`config.mk`:
```
export PLATFORM = sky130hd
export DESIGN_NAME = gas_sensor_frame_reader_core
export DESIGN_NICKNAME = d
export VERILOG_FILES = /design/src/rtl/core/gsfr_pkg.sv /design/src/rtl/core/gsfr_parser.sv /design/src/rtl/core/gsfr_out_buf.sv /design/src/rtl/core/gas_sensor_frame_reader_core.sv
export SDC_FILE = /design/constraint.sdc
export NUM_CORES = 1
export LEC_CHECK = 0
export BUFFER_PORTS_ARGS = -buffer_cell sky130_fd_sc_hd__clkbuf_2
export CAP_MARGIN = 20
export CELL_PAD_IN_SITES_DETAIL_PLACEMENT = 0
export CELL_PAD_IN_SITES_GLOBAL_PLACEMENT = 2
export CORE_UTILIZATION = 38
export CTS_BUF_LIST = sky130_fd_sc_hd__clkbuf_16
export CTS_CLUSTER_DIAMETER = 100
export DETAILED_ROUTE_END_ITERATION = 16
export HOLD_SLACK_MARGIN = 0.1
export PLACE_DENSITY_LB_ADDON = 0.05
export SYNTH_ARGS = -nofsm -noshare
export SYNTH_HDL_FRONTEND = slang
export SYNTH_SLANG_ARGS = --single-unit
```
`constraint.sdc`:
```
create_clock -name clock -period 4.1 [get_ports clock]
set_input_delay 0.82 -clock clock [delete_from_list [all_inputs] [get_ports clock]]
set_output_delay 0.82 -clock clock [all_outputs]
set_load 0.1 [all_outputs]
```
`src/rtl/core/gsfr_pkg.sv`:
```
// Shared types and constants for the gas sensor frame reader.
`timescale 1ns / 1ps
`default_nettype none
package gsfr_pkg;

   localparam int unsigned FRAME_LENGTH = 9;
   localparam int unsigned POS_W        = 4;
   localparam int unsigned CONC_W       = 17;
   localparam int unsigned BYTE_W       = 8;
   localparam int unsigned BIAS_W       = 16;
   localparam int unsigned SUM_W        = CONC_W + 1;

   localparam logic [BYTE_W-1:0] START_BYTE   = 8'hFF;
   localparam logic [BYTE_W-1:0] READ_COMMAND = 8'h86;

   localparam logic [POS_W-1:0] POS_COMMAND = 4'd1;
   localparam logic [POS_W-1:0] POS_HIGH    = 4'd2;
   localparam logic [POS_W-1:0] POS_LOW     = 4'd3;
   localparam logic [POS_W-1:0] POS_LAST    = POS_W'(FRAME_LENGTH - 1);

   typedef enum logic [1:0] {
      STATUS_INCOMPLETE  = 2'd0,
      STATUS_COMPLETE    = 2'd1,
      STATUS_BAD_COMMAND = 2'd2
   } status_type;

   typedef struct packed {
      status_type         status;
      logic [CONC_W-1:0]  concentration_tenths;
      logic [BYTE_W-1:0]  frame_checksum;
   } result_type;

endpackage
`default_nettype wire

```
`src/rtl/core/gsfr_parser.sv`:
```
// Frame position tracking, value capture and biased concentration for one beat.
`timescale 1ns / 1ps
`default_nettype none
module gsfr_parser (
   input  wire logic                          clock,
   input  wire logic                          reset,
   input  wire logic                          accept,
   input  wire logic [gsfr_pkg::BYTE_W-1:0]   rx_byte,
   input  wire logic signed [gsfr_pkg::BIAS_W-1:0] bias_tenths,
   output gsfr_pkg::result_type               result
);
   import gsfr_pkg::*;

   logic              in_frame_ff, in_frame_in;
   logic [POS_W-1:0]  pos_ff, pos_in;
   logic [BYTE_W-1:0] high_ff, high_in;
   logic [BYTE_W-1:0] low_ff, low_in;
   logic signed [SUM_W-1:0] sum;

   assign sum = $signed({2'b00, high_ff, low_ff}) + SUM_W'(bias_tenths);

   always_comb begin
      in_frame_in = in_frame_ff;
      pos_in      = pos_ff;
      high_in     = high_ff;
      low_in      = low_ff;
      result.status               = STATUS_INCOMPLETE;
      result.concentration_tenths = '0;
      result.frame_checksum       = '0;
      if (rx_byte == START_BYTE) begin
         in_frame_in = 1'b1;
         pos_in      = POS_COMMAND;
      end else if (in_frame_ff) begin
         if (pos_ff == POS_COMMAND) begin
            if (rx_byte != READ_COMMAND) begin
               result.status = STATUS_BAD_COMMAND;
               in_frame_in   = 1'b0;
               pos_in        = '0;
            end else begin
               pos_in = pos_ff + 1'b1;
            end
         end else if (pos_ff >= POS_LAST) begin
            result.status               = STATUS_COMPLETE;
            result.concentration_tenths = sum[SUM_W-1] ? '0 : sum[CONC_W-1:0];
            result.frame_checksum       = rx_byte;
            in_frame_in                 = 1'b0;
            pos_in                      = '0;
         end else begin
            if (pos_ff == POS_HIGH) begin
               high_in = rx_byte;
            end
            if (pos_ff == POS_LOW) begin
               low_in = rx_byte;
            end
            pos_in = pos_ff + 1'b1;
         end
      end
   end

   always_ff @(posedge clock) begin
      if (reset) begin
         in_frame_ff <= 1'b0;
         pos_ff      <= '0;
      end else if (accept) begin
         in_frame_ff <= in_frame_in;
         pos_ff      <= pos_in;
      end
   end

   always_ff @(posedge clock) begin
      if (accept) begin
         high_ff <= high_in;
         low_ff  <= low_in;
      end
   end

endmodule
`default_nettype wire

```
`src/rtl/core/gsfr_out_buf.sv`:
```
// Result register with a skid stage between the parser and the result channel.
`timescale 1ns / 1ps
`default_nettype none
module gsfr_out_buf (
   input  wire logic                 clock,
   input  wire logic                 reset,
   input  wire logic                 push,
   input  wire gsfr_pkg::result_type push_data,
   output logic                      push_ready,
   output logic                      out_valid,
   input  wire logic                 out_ready,
   output gsfr_pkg::result_type      out_data
);
   import gsfr_pkg::*;

   logic       main_valid_ff, skid_valid_ff;
   result_type main_ff, skid_ff;

   assign push_ready = !skid_valid_ff;
   assign out_valid  = main_valid_ff;
   assign out_data   = main_ff;

   always_ff @(posedge clock) begin
      if (reset) begin
         main_valid_ff <= 1'b0;
         skid_valid_ff <= 1'b0;
      end else if (out_ready || !main_valid_ff) begin
         if (skid_valid_ff) begin
            main_valid_ff <= 1'b1;
            skid_valid_ff <= 1'b0;
         end else begin
            main_valid_ff <= push;
         end
      end else if (push) begin
         skid_valid_ff <= 1'b1;
      end
   end

   always_ff @(posedge clock) begin
      if (out_ready || !main_valid_ff) begin
         main_ff <= skid_valid_ff ? skid_ff : push_data;
      end else if (push) begin
         skid_ff <= push_data;
      end
   end

endmodule
`default_nettype wire

```
`src/rtl/core/gas_sensor_frame_reader_core.sv`:
```
// Top level of the gas sensor frame reader: bias register, parser and result buffer.
// Each accepted byte beat yields a result beat, which is registered in the result buffer.
// Throughput: one byte beat per cycle; the skid stage holds one result while
// the result channel stalls, and req_ready drops only when both stages are full.
// Reset: synchronous, active high; clears frame hunting state, buffered
// results and the bias register (to zero).
`timescale 1ns / 1ps
`default_nettype none
module gas_sensor_frame_reader_core (
   input  wire logic                                clock,
   input  wire logic                                reset,
   input  wire logic                                req_valid,
   output logic                                     req_ready,
   input  wire logic [gsfr_pkg::BYTE_W-1:0]         req_rx_byte,
   output logic                                     rsp_valid,
   input  wire logic                                rsp_ready,
   output logic [1:0]                               rsp_status,
   output logic [gsfr_pkg::CONC_W-1:0]              rsp_concentration_tenths,
   output logic [gsfr_pkg::BYTE_W-1:0]              rsp_frame_checksum,
   input  wire logic                                csr_valid,
   output logic                                     csr_ready,
   input  wire logic signed [gsfr_pkg::BIAS_W-1:0]  csr_bias_tenths
);
   import gsfr_pkg::*;

   logic signed [BIAS_W-1:0] bias_ff;
   logic                     accept;
   result_type               parse_result;
   result_type               out_data;

   assign csr_ready = 1'b1;
   assign accept    = req_valid && req_ready;

   always_ff @(posedge clock) begin
      if (reset) begin
         bias_ff <= '0;
      end else if (csr_valid) begin
         bias_ff <= csr_bias_tenths;
      end
   end

   gsfr_parser u_parser (
      .clock       (clock),
      .reset       (reset),
      .accept      (accept),
      .rx_byte     (req_rx_byte),
      .bias_tenths (bias_ff),
      .result      (parse_result)
   );

   gsfr_out_buf u_out_buf (
      .clock      (clock),
      .reset      (reset),
      .push       (accept),
      .push_data  (parse_result),
      .push_ready (req_ready),
      .out_valid  (rsp_valid),
      .out_ready  (rsp_ready),
      .out_data   (out_data)
   );

   assign rsp_status               = out_data.status;
   assign rsp_concentration_tenths = out_data.concentration_tenths;
   assign rsp_frame_checksum       = out_data.frame_checksum;

endmodule
`default_nettype wire
```
== Yosys cells after proc, flatten, opt, wreduce, memory -nomap -nowiden ==
Index checks and enable logic that the tools add are counted.

* Bits in latches: 0
* Output and inout bits: 30
* RAM bits: 0
* ROM bits: 0
* Input port bits: 29
* Word-level logic and storage cells: 54
* Register bits after elaboration: 93
* Memories: 0

* Reduce and logical (&&, ||, !) cells: 10
* Div/mod/pow operators: 0
* Multiplexer cells: 19
* Bitwise logic cells: 4
* Eq/ne operators: 5
* Multipliers: 0
* Add/sub/neg operators: 2
* Shift-type cells: 0
* Order comparisons: 1

{| class="wikitable"
|+ Operators by type and width
! cell !! number
|-
| $mux W27 || 3
|-
| $mux W26 || 1
|-
| $mux W25 || 1
|-
| $mux W4 || 5
|-
| $add A17 B16 Y18 || 1
|-
| $mux W17 || 1
|-
| $reduce_and A6 Y1 || 2
|-
| $eq A4 B2 Y1 const B || 2
|-
| $eq A8 B8 Y1 const B || 1
|-
| $ne A8 B8 Y1 const B || 1
|-
| $mux W1 || 6
|-
| $add A4 B1 Y4 const B || 1
|-
| $eq A4 B1 Y1 const B || 1
|-
| $ge A4 B4 Y1 const B || 1
|-
| $mux W2 || 2
|-
| $not A1 Y1 || 4
|-
| $reduce_and A2 Y1 || 2
|-
| $logic_not A1 Y1 || 2
|-
| $reduce_bool A2 Y1 || 1
|-
| $reduce_or A2 Y1 || 1
|-
| $logic_and A1 B1 Y1 || 1
|-
| $logic_or A1 B1 Y1 || 1
|}

== Logic depth before layout (Yosys ltp) ==
* Word-level depth: 7
* Gate-level depth with buffers: 10

== Modules after synthesis ==
From an unflattened synthesis, not the netlist that was laid out.

* Cell total of the unflattened synthesis: 385
* Area total of the unflattened synthesis: 4,744.6 um2

{| class="wikitable"
|+ By module, submodules not included
! module !! times used !! sequential area each (um2) !! cells an instance !! area an instance (um2)
|-
| gsfr_parser || 1 || 580.6 || 237 || 2,092.0
|-
| gsfr_out_buf || 1 || 1,661.6 || 93 || 2,054.5
|-
| gas_sensor_frame_reader_core || 1 || 320.3 || 55 || 598.1
|}

== Worst setup path after synthesis ==
OpenSTA, ideal clock, no wires.

* Path type: reg-to-reg
* Start point: register u_out_buf.main_valid_ff, in the netlist u_out_buf.out_valid
* End point: register u_out_buf.skid_ff[0] in the netlist's numbering (enable)
* Stages on the path, launching flop included: 3
* Path buffers: 0
* Required time: 3,686 ps
* Slack: 495 ps
* Library setup time: 414 ps
* Data arrival time: 3,191 ps
* Period minus slack after synthesis: 3,605 ps
* Path through: dfxtp_1 -> nand2b_1 -> nor2b_1

* Cells in the longest elaborated chain, start to end: 4

{| class="wikitable"
|+ Ends and longest elaborated chain
! item !! RTL line !! text
|-
| start, declared || gsfr_out_buf.sv:16 || <nowiki>logic main_valid_ff, skid_valid_ff;</nowiki>
|-
| start signal, assigned || gsfr_out_buf.sv:32 || <nowiki>main_valid_ff <= push;</nowiki>
|-
| $logic_not A1 Y1 || gsfr_out_buf.sv:40 || <nowiki>if (out_ready || !main_valid_ff) begin</nowiki>
|-
| $logic_or A1 B1 Y1 || gsfr_out_buf.sv:40 ||
|-
| $not A1 Y1 (no line) || n/a ||
|-
| $reduce_and A2 Y1 (no line) || n/a ||
|-
| end signal, assigned || gsfr_out_buf.sv:43 || <nowiki>skid_ff <= push_data;</nowiki>
|-
| end, declared || gsfr_out_buf.sv:17 || <nowiki>result_type main_ff, skid_ff;</nowiki>
|}

Every way passes these cells.
A chain may end at the register's enable or synchronous reset.

== Final worst setup path ==
* Start point: register u_parser.high_ff[4]
* End point: register u_out_buf.main_ff, in the netlist u_out_buf.out_data[18] (data pin)

* Cells in the longest elaborated chain, start to end: 7

{| class="wikitable"
|+ Ends and longest elaborated chain
! item !! RTL line !! text
|-
| start, declared || gsfr_parser.sv:16 || <nowiki>logic [BYTE_W-1:0] high_ff, high_in;</nowiki>
|-
| start signal, assigned || gsfr_parser.sv:72 || <nowiki>high_ff <= high_in;</nowiki>
|-
| $add A17 B16 Y18 || gsfr_parser.sv:20 || <nowiki>assign sum = $signed({2'b00, high_ff, low_ff}) + SUM_W'(bias_tenths);</nowiki>
|-
| $mux W17 || gsfr_parser.sv:44 || <nowiki>result.concentration_tenths = sum[SUM_W-1] ? '0 : sum[CONC_W-1:0];</nowiki>
|-
| $mux W26 || gsfr_parser.sv:42 || <nowiki>end else if (pos_ff >= POS_LAST) begin</nowiki>
|-
| $mux W25 || gsfr_parser.sv:34 || <nowiki>if (pos_ff == POS_COMMAND) begin</nowiki>
|-
| $mux W27 || gsfr_parser.sv:33 || <nowiki>end else if (in_frame_ff) begin</nowiki>
|-
| $mux W27 || gsfr_parser.sv:30 || <nowiki>if (rx_byte == START_BYTE) begin</nowiki>
|-
| $mux W27 || gsfr_out_buf.sv:41 || <nowiki>main_ff <= skid_valid_ff ? skid_ff : push_data;</nowiki>
|-
| end signal, assigned || gsfr_out_buf.sv:41 ||
|-
| end, declared || gsfr_out_buf.sv:17 ||
|}

Every way passes these cells.

==> key figures <==
Timing
  – TNS Setup: 0 ns
  – Slew HR: 0.370
  – Max Clock Freq: roughly 320 MHz
  – Max-slew violations: 0
  – Final setup violation count: 0
  – Slew @ Worst Pin: roughly 0.94 ns
  – Clock Skew: 0.00895 ns
  – Fin Hold WS: between 0.5 and 0.6 ns
  – Final Cycle Share: 0.759
  – RSZ-0062 raised after global routing: no
  – Post-layout min period: approximately 3.1 ns
  – Hold Violations, Final: 0

Worst setup path
  – CP startpoint: u_parser.high_ff[4]
  – Worst Path Required: about 4.2 ns
  – Cells along the critical path: ha_1 > a21oi_1 > o21ai_0 > a41oi_1 > nand3_1 > xnor2_1 > nand2_1 > o31ai_1
  – Slowest cell on crit path: nand2_1
  – CP peak stage delay: between 0.5 and 0.6 ns
  – Path type of the worst setup path: flip-flop to flip-flop
  – CP endpoint: u_out_buf.out_data[18]
  – CP arrival: ~3.3 ns
  – Crit Reg-Reg Endpoint: u_out_buf.out_data[18]
  – Slack of the worst reg-to-reg path: about 0.99 ns
  – Worst-case reg-to-reg path depth: 8
  – CP Max Fanout: 28
  – CP Capture Type: flip-flop
  – CP Launch Type: flip-flop
  – Crit Reg-Reg Startpoint: u_parser.high_ff[4]

Global routing
  – GRT Resource Usage Total: 0.167
  – Initial antenna violation count: 0
  – Global-route wire length before repair: ~15 mm
  – Remaining global-route overflow: 0
  – Pin count of the biggest net entering global routing: 37
  – Vias in the first global route: around 2,800

Floorplan
  – Die area: about 0.012 mm2
  – Starting density of the core: 0.398
  – FP Rows: 38
  – Die Y-Extent: ~110 um
  – Die W: 110 um
  – I/O Pins: between 50 and 60
  – Core area: about 0.011 mm2

Power and ir drop
  – Total chip power: roughly 2100 uW
  – Comb power frac: 0.129
  – Net Sw Frac: 0.282
  – Int Power: between 1500 and 2000 uW
  – Pwr per Cell Area: 414 mW/mm2
  – Reg power frac: 0.495
  – VDD IR max: ~0.15 mV
  – Switching power: between 500 and 600 uW
  – Leakage power: 0.00205 uW
  – Clk pwr share: 0.377

Logic synthesis
  – #FFs+latches synth: between 90 and 100
  – Share of flip-flops with an asynchronous set or reset: 0
  – Library cells used by synthesis: between 40 and 50
  – Top_reg_cell synth: edfxtp_1
  – Top-count cell post-synth: edfxtp_1
  – Sequential-to-total area share from yosys stat: 0.581
  – Gate Count Post-Synth: between 300 and 400
  – Synth cell count leaders: edfxtp_1, nor2_1, nand2_1, dfxtp_1, ha_1
  – Top cells by area, synth: edfxtp_1, dfxtp_1, ha_1
  – Syn. warnings: 0
  – Synthesized Nets: 434
  – Number of flops mapped to enable cells by yosys: 70
  – Syn avg cell area: roughly 12 um2
  – Post-synth top area share: 0.476
  – Dominant cell type by area after synthesis: edfxtp_1
  – Mapped cell area: approximately 0.0044 mm2

Clock network
  – Clk buf depth: 2
  – Clock slew seen by the registers of the worst setup and hold paths: around 0.070 ns
  – CTS H-tree lvls: 3
  – Clock sinks: 93
  – Worst skew pair latency: approximately 0.34 ns
  – Hold_buf cts: 0
  – Post-cts resize count: 0
  – Num CTS Buffers: 9
  – Root buf cell: clkbuf_16
  – Setup bufs post-CTS: 0
  – CTS tree: built

Layout
  – Fill cells: 1,086
  – Final net count: around 500
  – Ratio of cells with drive above 1 in the final layout: 0.217
  – Finished Layout Cells: 583
  – Fin util: 0.464
  – Diodes inserted: 0
  – Area Overhead vs Synth: 16.4%

Drt
  – Top layer in use: met4
  – Final WL: 9.17 mm
  – Via count: a little under 3,000
  – Via density: ~5.0
  – Post-route ant nets: 0
  – Met3 wire len: a little under 300 um
  – Met1 wire length: 4.47 mm
  – Wire per inst: 15.7 um
  – Drt initial violations: 117
  – DRC viols: 0
  – Pre-Repair DR Iteration Count: 4
  – Met2 wire length: between 4 and 5 mm

Placed design
  – DP Wirelength: around 7 mm
  – IO buf count: 57
  – Global placer's final weighted congestion: ~0.8
  – Placed cells: about 570

Run status
  – Run status: finished clean

Worst hold path
  – Hold crit path type: flip-flop to flip-flop

Flow run
  – Max-cap violations: 0
## worst min path at each step
stage	start	slack, ns	depth (start not counted)	to
3_3_place_gp	bias_ff[0]	0.48	2	bias_ff[0]
5_1_grt	bias_ff[13]	0.55	2	bias_ff[13]
6_report	bias_ff[0]	0.51	2	bias_ff[0]
4_1_cts	bias_ff[0]	0.52	2	bias_ff[0]
3_5_place_dp	bias_ff[0]	0.50	2	bias_ff[0]
2_1_floorplan	u_parser.pos_ff[3]	0.46	2	u_parser.pos_ff[3]
## metal layers
metal  global-route usage  up-vias
met3               0.0350       12
met5                    0        -
met4               0.0705        0
met1                0.221     1368
met2                0.265       58
li1                     -     1490
## power by group through the flow
stage,registers (uW),logic (uW),clock network (uW)
2_1_floorplan,1180,102,0
3_3_place_gp,1070,275,0
3_5_place_dp,1070,275,0
4_1_cts,1050,276,826
5_1_grt,1060,294,859
6_report,1050,274,801
## stage by stage
| step | area [um2] | setup slack (ns) |
|---|---|---|
| after global placement | 4850 | 0.934 |
| after CTS | 5140 | 0.945 |
| final | 5140 | 0.989 |
| after detailed placement | 4850 | 0.806 |
| after floorplan | 4410 | 0.495 |
| after global routing | 5140 | 0.665 |
## cell families (layout without fill, tap and decap cells)
group / after synthesis / in the layout / share of synthesized area
other: 1 / 1 / 0.000850
DFF: 93 / 93 / 0.581
buffers and inverters: 32 / 92 / 0.0281
xor gates and xnor gates: 15 / 15 / 0.0298
and+or+nand+nor: 125 / 125 / 0.132
adders and majority gates: 22 / 22 / 0.0641
AOI/OAI and AO/OA: 68 / 68 / 0.101
muxes: 27 / 27 / 0.0641
## critical path: cells and delay by family, from the launching register on
kind | cells | cell delay [ns]
AO/OA/AOI/OAI | 4 | 1.14
XOR/XNOR | 1 | 0.23
adder cells (fa/ha/maj) | 1 | 0.37
flip-flops | 1 | 0.42
AND/OR/NAND/NOR | 2 | 0.75
## registers in the layout, indices dropped and copies added (netlist names)
name	count
u_out_buf.skid_valid_ff	1
u_parser.low_ff	8
u_out_buf.skid_ff	27
u_out_buf.out_data	27
u_parser.pos_ff	4
bias_ff	16
u_out_buf.out_valid	1
u_parser.in_frame_ff	1
u_parser.high_ff	8
## placed cells by master, fill, tap and decap left out, drive strengths merged, types with 2 or more instances in the layout
master and n:
o21bai 2, o21a 2, inv 16, clkinvlp 3, o41ai 2, nand3 6, dfxtp 23, a21o 3
and3 2, nand4 3, o31ai 16, or4 3, nand2b 4, nor3b 3, edfxtp 70, nor3 4
a21oi 18, mux2i 17, clkbuf 66, buf 6, or2 3, ha 21, a22oi 2, xor2 6
nor2b 4, a41oi 2, o21ai 13, nor2 49, mux2 10, nand2 33, and2 9, xnor2 9
a31oi 3
## cell type report
cell class / count / area [um2] / share of cell area
sequential: 93 / 2560 / 0.499
multi-input combinational: 258 / 1730 / 0.336
timing repair buffer: 63 / 330 / 0.0643
inverter: 13 / 48.8 / 0.00950
clock buffer: 9 / 225 / 0.0438
clock inverter: 7 / 67.6 / 0.0131
tap: 140 / 175 / 0.0341
Power figures use the tool's default switching activity.
